===== config.mk =====
export PLATFORM = sky130hd
export DESIGN_NAME = polyphonic_adsr_envelope_bank
export DESIGN_NICKNAME = d
export VERILOG_FILES = /design/src/rtl/adsr_pkg.sv /design/src/rtl/adsr_ram.sv /design/src/rtl/adsr_div.sv /design/src/rtl/polyphonic_adsr_envelope_bank.sv
export SDC_FILE = /design/constraint.sdc
export NUM_CORES = 1
export LEC_CHECK = 0
export BUFFER_PORTS_ARGS = -buffer_cell sky130_fd_sc_hd__buf_2
export CAP_MARGIN = 20
export CORE_UTILIZATION = 50
export CTS_CLUSTER_DIAMETER = 30
export CTS_CLUSTER_SIZE = 16
export DETAILED_ROUTE_END_ITERATION = 7
export PLACE_DENSITY_LB_ADDON = 0.25
export SYNTH_ARGS = -nofsm -noshare
export SYNTH_HDL_FRONTEND = slang
export SYNTH_SLANG_ARGS = --single-unit

===== constraint.sdc =====
create_clock -name clock -period 8.8 [get_ports clock]
set_clock_uncertainty 0.2 [all_clocks]
set_input_delay 0.44 -clock clock [delete_from_list [all_inputs] [get_ports clock]]
set_output_delay 0.44 -clock clock [all_outputs]
set_load 0.01 [all_outputs]

===== src/rtl/adsr_pkg.sv =====
`default_nettype none

package adsr_pkg;

   localparam int LEVEL_W = 25;
   localparam int STAGE_W = 3;
   localparam int NOTE_W = 7;
   localparam int CHAN_W = 4;
   localparam int RELS_W = 20;
   localparam int CSR_W = 25;
   localparam int CSR_IDX_W = 2;
   localparam int FUNC_W = 2;
   localparam int VOICE_W = 3;
   localparam int MAX_REPORT = 8;

   localparam logic [LEVEL_W-1:0] FULL_SCALE = 25'h100_0000;
   localparam logic [LEVEL_W-1:0] RELEASE_FLOOR = 25'd16777;

   // request functions
   localparam logic [FUNC_W-1:0] FUNC_NOTE_ON = 2'd0;
   localparam logic [FUNC_W-1:0] FUNC_NOTE_OFF = 2'd1;
   localparam logic [FUNC_W-1:0] FUNC_ALL_OFF = 2'd2;
   localparam logic [FUNC_W-1:0] FUNC_TICK = 2'd3;

   // envelope stages
   localparam logic [STAGE_W-1:0] STAGE_IDLE = 3'd0;
   localparam logic [STAGE_W-1:0] STAGE_ATTACK = 3'd1;
   localparam logic [STAGE_W-1:0] STAGE_DECAY = 3'd2;
   localparam logic [STAGE_W-1:0] STAGE_SUSTAIN = 3'd3;
   localparam logic [STAGE_W-1:0] STAGE_RELEASE = 3'd4;

   // register indexes
   localparam logic [CSR_IDX_W-1:0] CSR_ATTACK_STEP = 2'd0;
   localparam logic [CSR_IDX_W-1:0] CSR_DECAY_STEP = 2'd1;
   localparam logic [CSR_IDX_W-1:0] CSR_SUSTAIN_LEVEL = 2'd2;
   localparam logic [CSR_IDX_W-1:0] CSR_RELEASE_SAMPLES = 2'd3;

   // one voice slot as held in the state memory
   typedef struct packed {
      logic [LEVEL_W-1:0] level;
      logic [STAGE_W-1:0] stage;
      logic [LEVEL_W-1:0] rel_step;
      logic [NOTE_W-1:0]  note;
      logic [CHAN_W-1:0]  channel;
   } slot_type;

   localparam int SLOT_W = $bits(slot_type);

endpackage

`default_nettype wire


===== src/rtl/adsr_ram.sv =====
`default_nettype none

module adsr_ram #(
   parameter int WIDTH = 64,
   parameter int DEPTH = 8
) (
   input  wire logic                                        clock,
   input  wire logic                                        wr_en,
   input  wire logic [((DEPTH > 1) ? $clog2(DEPTH) : 1)-1:0] wr_addr,
   input  wire logic [WIDTH-1:0]                            wr_data,
   input  wire logic [((DEPTH > 1) ? $clog2(DEPTH) : 1)-1:0] rd_addr,
   output logic      [WIDTH-1:0]                            rd_data
);

   logic [WIDTH-1:0] mem [DEPTH];
   logic [WIDTH-1:0] rd_data_ff;

   always_ff @(posedge clock) begin
      if (wr_en) begin
         mem[wr_addr] <= wr_data;
      end
      rd_data_ff <= mem[rd_addr];
   end

   assign rd_data = rd_data_ff;

endmodule

`default_nettype wire


===== src/rtl/adsr_div.sv =====
`default_nettype none

module adsr_div
   import adsr_pkg::*;
(
   input  wire logic               clock,
   input  wire logic               reset,
   input  wire logic               start,
   input  wire logic [LEVEL_W-1:0] dividend,
   input  wire logic [RELS_W-1:0]  divisor,
   output logic                    done,
   output logic      [LEVEL_W-1:0] quotient
);

   localparam int CNT_W = $clog2(LEVEL_W);
   localparam logic [CNT_W-1:0] CNT_LAST = CNT_W'(LEVEL_W - 1);

   logic               run_ff, run_in;
   logic               done_ff, done_in;
   logic [CNT_W-1:0]   cnt_ff, cnt_in;
   logic [RELS_W-1:0]  rem_ff, rem_in;
   logic [LEVEL_W-1:0] quo_ff, quo_in;
   logic [RELS_W-1:0]  div_ff, div_in;
   logic [RELS_W:0]    trial;
   logic               fits;

   // restoring division, one quotient bit per cycle
   always_comb begin
      trial = {rem_ff, quo_ff[LEVEL_W-1]};
      fits = trial >= {1'b0, div_ff};
      run_in = run_ff;
      done_in = 1'b0;
      cnt_in = cnt_ff;
      rem_in = rem_ff;
      quo_in = quo_ff;
      div_in = div_ff;
      if (start) begin
         run_in = 1'b1;
         cnt_in = '0;
         rem_in = '0;
         quo_in = dividend;
         div_in = divisor;
      end else if (run_ff) begin
         rem_in = fits ? RELS_W'(trial - {1'b0, div_ff}) : trial[RELS_W-1:0];
         quo_in = {quo_ff[LEVEL_W-2:0], fits};
         cnt_in = cnt_ff + 1'b1;
         if (cnt_ff == CNT_LAST) begin
            run_in = 1'b0;
            done_in = 1'b1;
         end
      end
   end

   always_ff @(posedge clock) begin
      if (reset) begin
         run_ff <= 1'b0;
         done_ff <= 1'b0;
         cnt_ff <= '0;
      end else begin
         run_ff <= run_in;
         done_ff <= done_in;
         cnt_ff <= cnt_in;
      end
   end

   always_ff @(posedge clock) begin
      rem_ff <= rem_in;
      quo_ff <= quo_in;
      div_ff <= div_in;
   end

   assign done = done_ff;
   assign quotient = quo_ff;

endmodule

`default_nettype wire


===== src/rtl/polyphonic_adsr_envelope_bank.sv =====
// channel   direction  handshake              payload
// req       in         req_valid / req_ready  req_func, req_channel, req_note
// rsp       out        rsp_valid / rsp_ready  rsp_voice, rsp_level, rsp_stage,
//                                             rsp_active, rsp_last
// csr       in         csr_we                 csr_index, csr_wdata
//
// a tick walks the slot memory one slot per cycle while rsp does not stall.
// note-off walks the same way and, when release_samples is nonzero, waits
// on the serial divider for each matching slot. note-on scans the active
// bits for a free slot. all notes off clears the active bits on accept. reset
// clears the active bits and control state and loads the csr defaults; no
// memory clearing pass is needed: an inactive slot reads as idle at level 0.
`default_nettype none

module polyphonic_adsr_envelope_bank
   import adsr_pkg::*;
#(
   parameter int VOICES = 8
) (
   input  wire logic                 clock,
   input  wire logic                 reset,

   input  wire logic                 req_valid,
   output logic                      req_ready,
   input  wire logic [FUNC_W-1:0]    req_func,
   input  wire logic [CHAN_W-1:0]    req_channel,
   input  wire logic [NOTE_W-1:0]    req_note,

   output logic                      rsp_valid,
   input  wire logic                 rsp_ready,
   output logic      [VOICE_W-1:0]   rsp_voice,
   output logic      [LEVEL_W-1:0]   rsp_level,
   output logic      [STAGE_W-1:0]   rsp_stage,
   output logic                      rsp_active,
   output logic                      rsp_last,

   input  wire logic                 csr_we,
   input  wire logic [CSR_IDX_W-1:0] csr_index,
   input  wire logic [CSR_W-1:0]     csr_wdata
);

   localparam int IDX_W = (VOICES > 1) ? $clog2(VOICES) : 1;
   localparam int REPORT_N = (VOICES < MAX_REPORT) ? VOICES : MAX_REPORT;
   localparam logic [IDX_W-1:0] LAST_IDX = IDX_W'(VOICES - 1);
   localparam logic [IDX_W-1:0] RPT_LAST = IDX_W'(REPORT_N - 1);

   typedef enum logic [3:0] {
      S_IDLE = 4'b0001,
      S_FIND = 4'b0010,
      S_SCAN = 4'b0100,
      S_DIV  = 4'b1000
   } state_type;

   state_type           state_ff, state_in;
   logic [IDX_W-1:0]    idx_ff, idx_in;
   logic [IDX_W-1:0]    steal_ff, steal_in;
   logic [VOICES-1:0]   active_ff, active_in;

   logic [FUNC_W-1:0]   cmd_func_ff, cmd_func_in;
   logic [CHAN_W-1:0]   cmd_channel_ff, cmd_channel_in;
   logic [NOTE_W-1:0]   cmd_note_ff, cmd_note_in;

   logic [LEVEL_W-1:0]  attack_ff, attack_in;
   logic [LEVEL_W-1:0]  decay_ff, decay_in;
   logic [LEVEL_W-1:0]  sustain_ff, sustain_in;
   logic [RELS_W-1:0]   rel_samples_ff, rel_samples_in;

   logic                rsp_valid_ff, rsp_valid_in;
   logic [VOICE_W-1:0]  rsp_voice_ff, rsp_voice_in;
   logic [LEVEL_W-1:0]  rsp_level_ff, rsp_level_in;
   logic [STAGE_W-1:0]  rsp_stage_ff, rsp_stage_in;
   logic                rsp_active_ff, rsp_active_in;
   logic                rsp_last_ff, rsp_last_in;

   logic                wr_en;
   logic [IDX_W-1:0]    wr_addr;
   slot_type            wr_slot;
   logic [IDX_W-1:0]    rd_addr;
   slot_type            cur;

   logic                div_start;
   logic                div_done;
   logic [LEVEL_W-1:0]  div_quo;

   logic [LEVEL_W-1:0]  sus_lvl;
   logic [LEVEL_W:0]    sum;
   logic [LEVEL_W:0]    lim;
   logic [LEVEL_W-1:0]  nxt_level;
   logic [STAGE_W-1:0]  nxt_stage;
   logic                nxt_active;

   logic                accept;
   logic                act;
   logic [IDX_W-1:0]    nxt_idx;
   logic                emit;
   logic                stall;
   logic                match;
   logic                advance;

   adsr_ram #(
      .WIDTH (SLOT_W),
      .DEPTH (VOICES)
   ) u_slot_ram (
      .clock   (clock),
      .wr_en   (wr_en),
      .wr_addr (wr_addr),
      .wr_data (wr_slot),
      .rd_addr (rd_addr),
      .rd_data (cur)
   );

   adsr_div u_rel_div (
      .clock    (clock),
      .reset    (reset),
      .start    (div_start),
      .dividend (cur.level),
      .divisor  (rel_samples_ff),
      .done     (div_done),
      .quotient (div_quo)
   );

   // one sample of envelope for the slot in the read register
   always_comb begin
      sus_lvl = (sustain_ff > FULL_SCALE) ? FULL_SCALE : sustain_ff;
      sum = {1'b0, cur.level} + {1'b0, attack_ff};
      lim = '0;
      nxt_level = cur.level;
      nxt_stage = cur.stage;
      nxt_active = 1'b1;
      case (cur.stage)
         STAGE_ATTACK: begin
            if (sum >= {1'b0, FULL_SCALE}) begin
               nxt_level = FULL_SCALE;
               nxt_stage = STAGE_DECAY;
            end else begin
               nxt_level = sum[LEVEL_W-1:0];
            end
         end
         STAGE_DECAY: begin
            lim = {1'b0, sus_lvl} + {1'b0, decay_ff};
            if ({1'b0, cur.level} <= lim) begin
               nxt_level = sus_lvl;
               nxt_stage = STAGE_SUSTAIN;
            end else begin
               nxt_level = cur.level - decay_ff;
            end
         end
         STAGE_SUSTAIN: begin
            nxt_level = sus_lvl;
         end
         STAGE_RELEASE: begin
            lim = {1'b0, cur.rel_step} + {1'b0, RELEASE_FLOOR};
            if ({1'b0, cur.level} <= lim) begin
               nxt_level = '0;
               nxt_stage = STAGE_IDLE;
               nxt_active = 1'b0;
            end else begin
               nxt_level = cur.level - cur.rel_step;
            end
         end
         default: begin
            nxt_level = '0;
            nxt_stage = STAGE_IDLE;
            nxt_active = 1'b0;
         end
      endcase
   end

   always_comb begin
      accept = req_valid && (state_ff == S_IDLE);
      act = active_ff[idx_ff];
      nxt_idx = (idx_ff == LAST_IDX) ? '0 : idx_ff + 1'b1;
      emit = (32'(idx_ff) < REPORT_N);
      stall = emit && rsp_valid_ff && !rsp_ready;
      match = act && (cur.channel == cmd_channel_ff) && (cur.note == cmd_note_ff);

      state_in = state_ff;
      idx_in = idx_ff;
      steal_in = steal_ff;
      active_in = active_ff;
      cmd_func_in = cmd_func_ff;
      cmd_channel_in = cmd_channel_ff;
      cmd_note_in = cmd_note_ff;
      advance = 1'b0;
      div_start = 1'b0;
      wr_en = 1'b0;
      wr_addr = idx_ff;
      wr_slot = cur;

      rsp_valid_in = rsp_valid_ff && !rsp_ready;
      rsp_voice_in = rsp_voice_ff;
      rsp_level_in = rsp_level_ff;
      rsp_stage_in = rsp_stage_ff;
      rsp_active_in = rsp_active_ff;
      rsp_last_in = rsp_last_ff;

      unique case (state_ff)
         S_IDLE: begin
            if (accept) begin
               cmd_func_in = req_func;
               cmd_channel_in = req_channel;
               cmd_note_in = req_note;
               idx_in = '0;
               unique case (req_func)
                  FUNC_NOTE_ON:  state_in = S_FIND;
                  FUNC_ALL_OFF:  active_in = '0;
                  FUNC_NOTE_OFF,
                  FUNC_TICK:     state_in = S_SCAN;
                  default:       state_in = S_IDLE;
               endcase
            end
         end
         S_FIND: begin
            if (!act || idx_ff == LAST_IDX) begin
               wr_en = 1'b1;
               wr_addr = act ? steal_ff : idx_ff;
               if (act) begin
                  steal_in = (steal_ff == LAST_IDX) ? '0 : steal_ff + 1'b1;
               end
               wr_slot.level = '0;
               wr_slot.stage = STAGE_ATTACK;
               wr_slot.rel_step = '0;
               wr_slot.note = cmd_note_ff;
               wr_slot.channel = cmd_channel_ff;
               active_in[wr_addr] = 1'b1;
               idx_in = '0;
               state_in = S_IDLE;
            end else begin
               idx_in = nxt_idx;
            end
         end
         S_SCAN: begin
            if (cmd_func_ff == FUNC_TICK) begin
               if (!stall) begin
                  advance = 1'b1;
                  if (act) begin
                     wr_en = 1'b1;
                     wr_slot.level = nxt_level;
                     wr_slot.stage = nxt_stage;
                     active_in[idx_ff] = nxt_active;
                  end
                  if (emit) begin
                     rsp_valid_in = 1'b1;
                     rsp_voice_in = VOICE_W'(idx_ff);
                     rsp_level_in = act ? nxt_level : '0;
                     rsp_stage_in = act ? nxt_stage : STAGE_IDLE;
                     rsp_active_in = act && nxt_active;
                     rsp_last_in = (idx_ff == RPT_LAST);
                  end
               end
            end else if (match && rel_samples_ff != '0) begin
               div_start = 1'b1;
               state_in = S_DIV;
            end else begin
               advance = 1'b1;
               if (match) begin
                  wr_en = 1'b1;
                  wr_slot.stage = STAGE_RELEASE;
                  wr_slot.rel_step = FULL_SCALE;
               end
            end
         end
         S_DIV: begin
            // read data holds while the divider runs: same address, no write
            if (div_done) begin
               advance = 1'b1;
               wr_en = 1'b1;
               wr_slot.stage = STAGE_RELEASE;
               wr_slot.rel_step = (div_quo == '0) ? LEVEL_W'(1) : div_quo;
               state_in = S_SCAN;
            end
         end
         default: begin
            state_in = S_IDLE;
         end
      endcase

      if (advance) begin
         idx_in = nxt_idx;
         if (idx_ff == LAST_IDX) begin
            state_in = S_IDLE;
         end
      end

      // read one slot ahead so the scan walk moves a slot per cycle unless it stalls or waits on the divider
      if (state_ff == S_IDLE) begin
         rd_addr = '0;
      end else if (advance) begin
         rd_addr = nxt_idx;
      end else begin
         rd_addr = idx_ff;
      end
   end

   always_comb begin
      attack_in = attack_ff;
      decay_in = decay_ff;
      sustain_in = sustain_ff;
      rel_samples_in = rel_samples_ff;
      if (csr_we) begin
         unique case (csr_index)
            CSR_ATTACK_STEP:     attack_in = csr_wdata;
            CSR_DECAY_STEP:      decay_in = csr_wdata;
            CSR_SUSTAIN_LEVEL:   sustain_in = csr_wdata;
            CSR_RELEASE_SAMPLES: rel_samples_in = csr_wdata[RELS_W-1:0];
            default:             attack_in = attack_ff;
         endcase
      end
   end

   always_ff @(posedge clock) begin
      if (reset) begin
         state_ff <= S_IDLE;
         idx_ff <= '0;
         steal_ff <= '0;
         active_ff <= '0;
         attack_ff <= FULL_SCALE;
         decay_ff <= FULL_SCALE;
         sustain_ff <= FULL_SCALE;
         rel_samples_ff <= '0;
         rsp_valid_ff <= 1'b0;
      end else begin
         state_ff <= state_in;
         idx_ff <= idx_in;
         steal_ff <= steal_in;
         active_ff <= active_in;
         attack_ff <= attack_in;
         decay_ff <= decay_in;
         sustain_ff <= sustain_in;
         rel_samples_ff <= rel_samples_in;
         rsp_valid_ff <= rsp_valid_in;
      end
   end

   always_ff @(posedge clock) begin
      cmd_func_ff <= cmd_func_in;
      cmd_channel_ff <= cmd_channel_in;
      cmd_note_ff <= cmd_note_in;
      rsp_voice_ff <= rsp_voice_in;
      rsp_level_ff <= rsp_level_in;
      rsp_stage_ff <= rsp_stage_in;
      rsp_active_ff <= rsp_active_in;
      rsp_last_ff <= rsp_last_in;
   end

   assign req_ready = (state_ff == S_IDLE);
   assign rsp_valid = rsp_valid_ff;
   assign rsp_voice = rsp_voice_ff;
   assign rsp_level = rsp_level_ff;
   assign rsp_stage = rsp_stage_ff;
   assign rsp_active = rsp_active_ff;
   assign rsp_last = rsp_last_ff;

endmodule

`default_nettype wire

==> qor.csv, run 1 <==
stage,metric,value,unit
power_and_ir_drop,sw frac,0.251,
sta,final worst path period share,0.925,
power_and_ir_drop,total power,0.0112,W
clock_network,Num CTS Buffers,158,
logic_synthesis,Mapped Cells,3629,
sta,Final Hold Viols,0,
logic_synthesis,synthesis-stage register bit count,808,
hold_path,Hold Crit Class,in2reg,
floorplan,Die Span Y,283,um
worst_setup_path,CP max FO,17,
placement,detailed placement HPWL,77.9,mm
worst_setup_path,worst-path cell chain,"nor4_1, nand4_1, o21ai_1, and2_1, ha_1, fa_1, a21o_1, a21oi_1, o21ai_0, a41oi_1, o21ai_0, a21boi_0, o311ai_1, mux2i_1, nor3_1, ha_1, nand3_1, nor4_1, nor3b_1, a311o_1, nand3_1, o21ai_0, a211oi_1, o21ai_0",
power_and_ir_drop,leakage,17.4,nW
worst_setup_path,buffer and inverter count on the worst path,0,
worst_setup_path,Worst path slowest cell,o21ai_0,
logic_synthesis,distinct cell type count after synthesis,84,
sta,Finish-stage setup viols,0,
outcome,status,finished clean,
clock_network,clk root buf,clkbuf_16,
sta,max_slew headroom,0.212,
logic_synthesis,top_reg_cell synth,edfxtp_1,
clock_network,clock latency on the worst-skew pair,790,ps
floorplan,Die Area,0.0800,sq mm
route,via count,30400,
placement,PortBufs,79,
floorplan,IO Pins,80,
global_route,largest net degree at the start of global routing,72,
global_route,vias in the first global route,29600,
global_route,GRT Resource Usage Total,0.305,
cells_and_area,most frequent cells in the layout,"edfxtp_1, nand2_1, a21oi_1, dfxtp_1, ha_1",
route,Wirelength per Cell,24.3,um
route,drc violations,0,
power_and_ir_drop,Max IR drop VDD,209,uV
worst_setup_path,critical path required time,9050,ps
hold_path,Cells on Worst Hold Path,2,
cells_and_area,"most common cell after layout, fill and taps aside",edfxtp_1,
worst_setup_path,RR Startpoint,sustain_ff[0],
cells_and_area,fin nets,4027,
clock_network,clock buffer depth,3,
placement,Placer Congestion,1.04,
worst_setup_path,flop2flop setup slack,660,ps
logic_synthesis,"EDFF count, synth",603,
sta,worst hold slack,43.1,ps
hold_path,WHS Endpoint,decay_ff[8],
sta,fmax,123,MHz
clock_network,Clock Pin Slew Worst Setup and Hold Paths,60,ps
worst_setup_path,Worst Setup Start Kind,flop,
worst_setup_path,Critical R2R Capture,u_slot_ram.mem[2][48],
logic_synthesis,Synth Net Count,3854,
sta,Setup TNS,0,ps
cells_and_area,post-layout util,0.607,
logic_synthesis,syn avg cell area,10.9,sq um
floorplan,row count,102,
floorplan,starting density of the core,0.507,
sta,Final Max Tran Viols,0,
worst_setup_path,Worst EP arrival,8390,ps
clock_network,clock tree from TritonCTS,built,
power_and_ir_drop,Internal,0.00841,W
clock_network,# clock sinks,808,
worst_setup_path,Crit Path Class,reg2reg,
power_and_ir_drop,combinational share of power,0.071,
cells_and_area,P&R area growth vs syn,19.6,%
logic_synthesis,sequential element share of the synthesized area,0.563,
worst_setup_path,CP dominant cell by count,o21ai_0,
floorplan,Die Width,283,um
flow_run,# Max-Cap Violations,0,
placement,DP Area,0.0411,sq mm
cells_and_area,post-route cell area,0.0472,sq mm
route,Initial DRT Pass Iterations,7,
worst_setup_path,cell family with most CP delay,compound AO/OA/AOI/OAI gates,
power_and_ir_drop,Flop pwr share,0.376,
hold_path,min-delay src,reset,
power_and_ir_drop,Pwr per Cell Area,238,mW/mm^2
cells_and_area,Fillers,6206,
global_route,first-pass GRT wire length,181,mm
route,Starting DRT DRC Count,3391,
route,WL final,121,mm
sta,"Min Clock Period, post-route",8140,ps
worst_setup_path,"slowest stage delay, CP",730,ps
logic_synthesis,ys async rst share,0,
route,final antenna-violating net count,0,
power_and_ir_drop,Clk pwr share,0.554,
cells_and_area,share of post-route cells with drive strength above 1,0.130,
global_route,GRT overflow,0,
logic_synthesis,Syn. warnings,0,
logic_synthesis,Post-Syn Area,0.0394,sq mm
sta,measured slew at the worst slew-check pin,1180,ps
clock_network,htree depth,4,
worst_setup_path,CP Capture Type,flop,
power_and_ir_drop,Sw Pwr,0.00282,W
floorplan,area of the core,0.0777,sq mm
worst_setup_path,R2R depth,24,
route,vias per cell,6.11,
global_route,initial antenna violation count,4,
sta,RSZ-0062 raised after global routing,no,
-- kinds of logic (layout without fill, tap and decap cells) --
logic type	count (synthesis)	in the layout	synth area share
mux	44	44	0.0119
fa+ha+maj	180	180	0.0581
compound gates	870	870	0.138
buf+inv	284	594	0.0287
xor+xnor	126	126	0.0280
flops	808	808	0.563
other cells	0	1	0
simple gates	1317	1317	0.172
-- layer usage --
metal | global-route usage | up-vias | share of wire
met5 | 0 | - | 0.000083
met4 | 0.154 | 2 | 0.048
met3 | 0.0725 | 299 | 0.089
met2 | 0.468 | 1405 | 0.45
met1 | 0.405 | 14800 | 0.41
li1 | - | 13900 | -
-- final cells by class --
| type | count | area, sq um | share of cell area |
|---|---|---|---|
| diodes | 1 | 2.50 | 0.0000530 |
| clock buffers | 180 | 4170 | 0.0883 |
| clock inverters | 117 | 1540 | 0.0326 |
| inverters | 115 | 432 | 0.00915 |
| multi-input cells | 2537 | 16300 | 0.345 |
| flip-flops and latches | 808 | 22200 | 0.471 |
| well taps | 1040 | 1300 | 0.0276 |
| repair buffers | 182 | 1270 | 0.0269 |
-- synthesized netlist by cell type, types with 23 or more instances --
cell	count	area, sq um
a211oi_1	23	173
a21o_1	32	240
a21oi_1	318	1590
a22o_1	37	324
and3_1	73	457
buf_2	37	185
clkbuf_1	114	428
dfxtp_1	205	4100
edfxtp_1	603	18100
ha_1	175	2190
inv_1	115	432
mux2i_1	39	390
nand2_1	571	2140
nand2b_1	87	544
nand3_1	49	245
nand3b_1	80	601
nand4_1	29	181
nor2_1	155	582
nor2b_1	35	219
nor3_1	61	305
nor4_1	50	313
nor4_2	50	626
o211ai_1	24	180
o21a_1	35	263
o21ai_0	126	631
o22ai_1	129	807
xnor2_1	74	648
xor2_1	52	455
-- power by group through the flow --
stage	sequential [W]	combinational [W]	clock [W]
finish	0.00422	0.000792	0.00622
detailed placement	0.00429	0.000756	0
CTS	0.00422	0.000776	0.00627
global route	0.00422	0.000859	0.00646
global placement	0.00429	0.000749	0
floorplan	0.00426	0.000529	0
-- metrics by stage --
stage                     instances  worst slack [ps]
after floorplan                3629              2140
after global placement         4641               852
after detailed placement       4641               631
after CTS                      4978               607
after global routing           4979               120
final                          4980               660
-- registers in the layout, indices dropped and copies added, names as in the netlist, 4 cells and up --
register	flops
u_slot_ram.mem	512
u_slot_ram.rd_data	64
attack_ff	25
decay_ff	25
rsp_level	25
sustain_ff	25
u_rel_div.quotient	25
rel_samples_ff	20
u_rel_div.div_ff	20
u_rel_div.rem_ff	20
active_ff	8
cmd_note_ff	7
u_rel_div.cnt_ff	5
cmd_channel_ff	4
state_ff	4
-- worst max-delay path by stage --
stage | end | cells past startpoint | slack (ps) | startpoint
2_1_floorplan | u_slot_ram.mem[0][44] | 27 | 2140 | sustain_ff[13]
3_3_place_gp | u_slot_ram.mem[2][42] | 23 | 850 | sustain_ff[0]
3_5_place_dp | u_slot_ram.mem[2][42] | 23 | 630 | sustain_ff[18]
4_1_cts | u_slot_ram.mem[2][42] | 23 | 610 | sustain_ff[0]
5_1_grt | u_slot_ram.mem[6][44] | 25 | 120 | sustain_ff[18]
6_report | u_slot_ram.mem[2][48] | 24 | 660 | sustain_ff[0]
-- timing repair --
action / 4_1_cts / 5_1_grt
gates resized for setup: 0 / 4
hold buffers: 40 / 0
setup buffers: 0 / 0
endpoints found under the setup margin: 0 / 64
hold endpoints to repair: 113 / 0
(Power assumes the default switching activity.)
==> run 2: changes to the inputs <==
SYNTH_HIERARCHICAL = 1   (was unset)
==> run 2 against run 1 <==
  * Highest routed layer is now met4
  * Via count is 12% lower
  * Critical endpoint is now u_slot_ram/mem[2][40]
  * Final area is 1.9% lower
  * Final cell count is 11% lower
  * Die area is 1.6% lower
  * Largest cell class unchanged
  * Sequential power is 0.9% lower
==> qor.csv, run 2 <==
stage,metric,value,unit,change
logic_synthesis,synthesis-stage register bit count,808,,unchanged
clock_network,Clock Pin Slew Worst Setup and Hold Paths,50,ps,was 60 ps
cells_and_area,share of post-route cells with drive strength above 1,0.193,,was 0.130
route,drc violations,0,,unchanged
placement,PortBufs,79,,unchanged
logic_synthesis,syn avg cell area,12.6,sq um,was 10.9 sq um
worst_setup_path,Crit Path Class,reg2reg,,unchanged
placement,detailed placement HPWL,73.2,mm,was 77.9 mm
global_route,largest net degree at the start of global routing,129,,was 72
power_and_ir_drop,sw frac,0.232,,was 0.251
cells_and_area,P&R area growth vs syn,19.3,%,was 19.6%
logic_synthesis,list of most frequent post-synthesis cells,"edfxtp_1, nand2_1, a21oi_1",,unchanged
route,Initial DRT Pass Iterations,8,,was 7
clock_network,htree depth,4,,unchanged
hold_path,Hold Crit Class,in2reg,,unchanged
floorplan,area of the core,0.0763,sq mm,was 0.0777 sq mm
worst_setup_path,flop2flop setup slack,1250,ps,was 660 ps
worst_setup_path,Worst EP arrival,7730,ps,was 8390 ps
hold_path,WHS Endpoint,sustain_ff[23],,was decay_ff[8]
outcome,status,finished clean,,unchanged
floorplan,IO Pins,80,,unchanged
logic_synthesis,sequential element share of the synthesized area,0.573,,was 0.563
flow_run,# Max-Cap Violations,0,,unchanged
power_and_ir_drop,leakage,16.7,nW,was 17.4 nW
sta,fmax,133,MHz,was 123 MHz
hold_path,Cells on Worst Hold Path,2,,unchanged
route,final antenna-violating net count,0,,unchanged
sta,Finish-stage setup viols,0,,unchanged
sta,Final Hold Viols,0,,unchanged
sta,"Min Clock Period, post-route",7550,ps,was 8140 ps
power_and_ir_drop,Sw Pwr,0.00255,W,was 0.00282 W
route,Starting DRT DRC Count,2729,,was 3391
worst_setup_path,"slowest stage delay, CP",780,ps,was 730 ps
route,Wirelength per Cell,25.0,um,was 24.3 um
logic_synthesis,"count leader, synth",edfxtp_1,,unchanged
clock_network,Num CTS Buffers,152,,was 158
clock_network,clock tree from TritonCTS,built,,unchanged
power_and_ir_drop,combinational share of power,0.056,,was 0.071
worst_setup_path,RR Startpoint,sustain_ff[20],,was sustain_ff[0]
cells_and_area,most frequent cells in the layout,"edfxtp_1, nand2_1, a21oi_1, dfxtp_1, nor2_1",,"was edfxtp_1, nand2_1, a21oi_1, dfxtp_1, ha_1"
logic_synthesis,Synth area leaders,"edfxtp_1, dfxtp_1, mux4_2, ha_1, nand2_1",,"was edfxtp_1, dfxtp_1, ha_1, nand2_1, a21oi_1"
logic_synthesis,distinct cell type count after synthesis,94,,was 84
worst_setup_path,critical path required time,8990,ps,was 9050 ps
cells_and_area,"most common cell after layout, fill and taps aside",edfxtp_1,,unchanged
worst_setup_path,CP dominant cell by count,o21ai_0,,unchanged
clock_network,clock latency on the worst-skew pair,740,ps,was 790 ps
floorplan,Die Span Y,281,um,was 283 um
worst_setup_path,R2R depth,27,,was 24
clock_network,clock buffer depth,3,,unchanged
logic_synthesis,Post-Syn Area,0.0388,sq mm,was 0.0394 sq mm
logic_synthesis,"area leader, netlist",edfxtp_1,,unchanged
cells_and_area,most flop-heavy register,u_slot_ram/mem,,was u_slot_ram.mem
worst_setup_path,CP Capture Type,flop,,unchanged
logic_synthesis,Syn. warnings,6,,was 0
power_and_ir_drop,total power,0.0110,W,was 0.0112 W
sta,max_slew headroom,0.292,,was 0.212
floorplan,Die Area,0.0787,sq mm,was 0.0800 sq mm
sta,Setup TNS,0,ps,unchanged
worst_setup_path,Critical R2R Capture,u_slot_ram/mem[2][40],,was u_slot_ram.mem[2][48]
global_route,vias in the first global route,27000,,was 29600
route,WL final,111,mm,was 121 mm
route,via count,26800,,was 30400
sta,RSZ-0062 raised after global routing,no,,unchanged
floorplan,row count,101,,was 102
floorplan,starting density of the core,0.508,,was 0.507
logic_synthesis,ys async rst share,0,,unchanged
sta,Final Max Tran Viols,0,,unchanged
placement,Placer Congestion,0.988,,was 1.04
sta,final worst path period share,0.857,,was 0.925
worst_setup_path,Worst Setup Start Kind,flop,,unchanged
power_and_ir_drop,Clk pwr share,0.562,,was 0.554
logic_synthesis,top_reg_cell synth,edfxtp_1,,unchanged
power_and_ir_drop,Internal,0.00842,W,was 0.00841 W
clock_network,clk root buf,clkbuf_16,,unchanged
worst_setup_path,CP max FO,16,,was 17
logic_synthesis,Mapped Cells,3067,,was 3629
cells_and_area,ant diodes,0,,was 1
power_and_ir_drop,Flop pwr share,0.381,,was 0.376
cells_and_area,post-layout util,0.606,,was 0.607
hold_path,min-delay src,reset,,unchanged
cells_and_area,fin nets,3484,,was 4027
sta,measured slew at the worst slew-check pin,1060,ps,was 1180 ps
global_route,GRT Resource Usage Total,0.284,,was 0.305
logic_synthesis,Synth top area share,0.467,,was 0.459
cells_and_area,max reg flops,512,,unchanged
global_route,GRT overflow,0,,unchanged
logic_synthesis,"EDFF count, synth",603,,unchanged
worst_setup_path,Worst path slowest cell,o21ai_0,,unchanged
global_route,initial antenna violation count,1,,was 4
global_route,first-pass GRT wire length,166,mm,was 181 mm
logic_synthesis,Synth Net Count,3292,,was 3854
clock_network,Setup Buffers After CTS,0,,unchanged
clock_network,# clock sinks,808,,unchanged
power_and_ir_drop,Pwr per Cell Area,237,mW/mm^2,was 238 mW/mm^2
route,vias per cell,6.06,,was 6.11
power_and_ir_drop,Max IR drop VDD,265,uV,was 209 uV
floorplan,Die Width,281,um,was 283 um
[run 2: logic make-up (layout without fill, tap and decap cells)]
kind of cell    after synthesis  count (layout)  share of synthesized area
compound gates              620             620                      0.104
buf+inv                     240             561                     0.0267
fa+ha+maj                   180             180                     0.0590
mux                         238             238                      0.106
simple gates                852             852                      0.102
xor+xnor                    129             129                     0.0291
flops                       808             808                      0.573
[run 2: worst max path at each step]
stage                                        to  cells after the start  slack (ps)            from
after floorplan            u_slot_ram/mem[0][0]                      9        1360       idx_ff[0]
after global placement    u_slot_ram/mem[6][48]                     25        1690  sustain_ff[16]
after detailed placement  u_slot_ram/mem[2][40]                     27        1500  sustain_ff[20]
after CTS                 u_slot_ram/mem[2][40]                     27        1360  sustain_ff[20]
after global routing      u_slot_ram/mem[2][40]                     27         830  sustain_ff[20]
final                     u_slot_ram/mem[2][40]                     27        1250  sustain_ff[20]
[run 2: area by class of cell]
type                       instances  area, sq um
tap                             1030         1290
multi-input combinational       2019        15700
clock buffer                     176         3950
inverter                         115          432
fill                            5895        30100
sequential                       808        22200
clock inverter                   107         1560
timing repair buffer             163         1170
[run 2: repair_timing]
| action | CTS | global route |
|---|---|---|
| endpoints found under the setup margin | 0 | 0 |
| hold buffers | 40 | 0 |
| hold endpoints to repair | 112 | 0 |
| resized for setup | 0 | 0 |
[run 2: per-stage QoR]
| step | hold WS [ps] | setup slack (ps) | std cells | area (sq um) |
|---|---|---|---|---|
| 2_1_floorplan | 230 | 1360 | 3067 | 38800 |
| 3_3_place_gp | 245 | 1690 | 4095 | 40400 |
| 3_5_place_dp | 248 | 1500 | 4095 | 40400 |
| 4_1_cts | 90.6 | 1360 | 4418 | 46300 |
| 5_1_grt | 125 | 826 | 4418 | 46300 |
| 6_report | 105 | 1250 | 4418 | 46300 |
[run 2: metal layers]
layer,track usage,wire [um],vias up
met2,0.450,51200,1158
li1,-,-,12000
met3,0.0499,8540,219
met5,0,0,-
met1,0.390,47400,13400
met4,0.106,3510,0
[run 2: power by group through the flow]
| stage | sequential, W | clock [W] | combinational [W] |
|---|---|---|---|
| after floorplan | 0.00423 | 0 | 0.000425 |
| after global placement | 0.00425 | 0 | 0.000580 |
| after detailed placement | 0.00425 | 0 | 0.000592 |
| after CTS | 0.00418 | 0.00624 | 0.000611 |
| after global routing | 0.00418 | 0.00642 | 0.000679 |
| final | 0.00418 | 0.00617 | 0.000619 |
[run 2: worst max-delay path: cells and delay by family (launching register included)]
family | cells | cell delay [ps]
compound gates | 15 | 3640
simple gates | 8 | 2040
fa+ha+maj | 2 | 570
flops | 1 | 340
buf+inv | 1 | 240
xor+xnor | 1 | 180
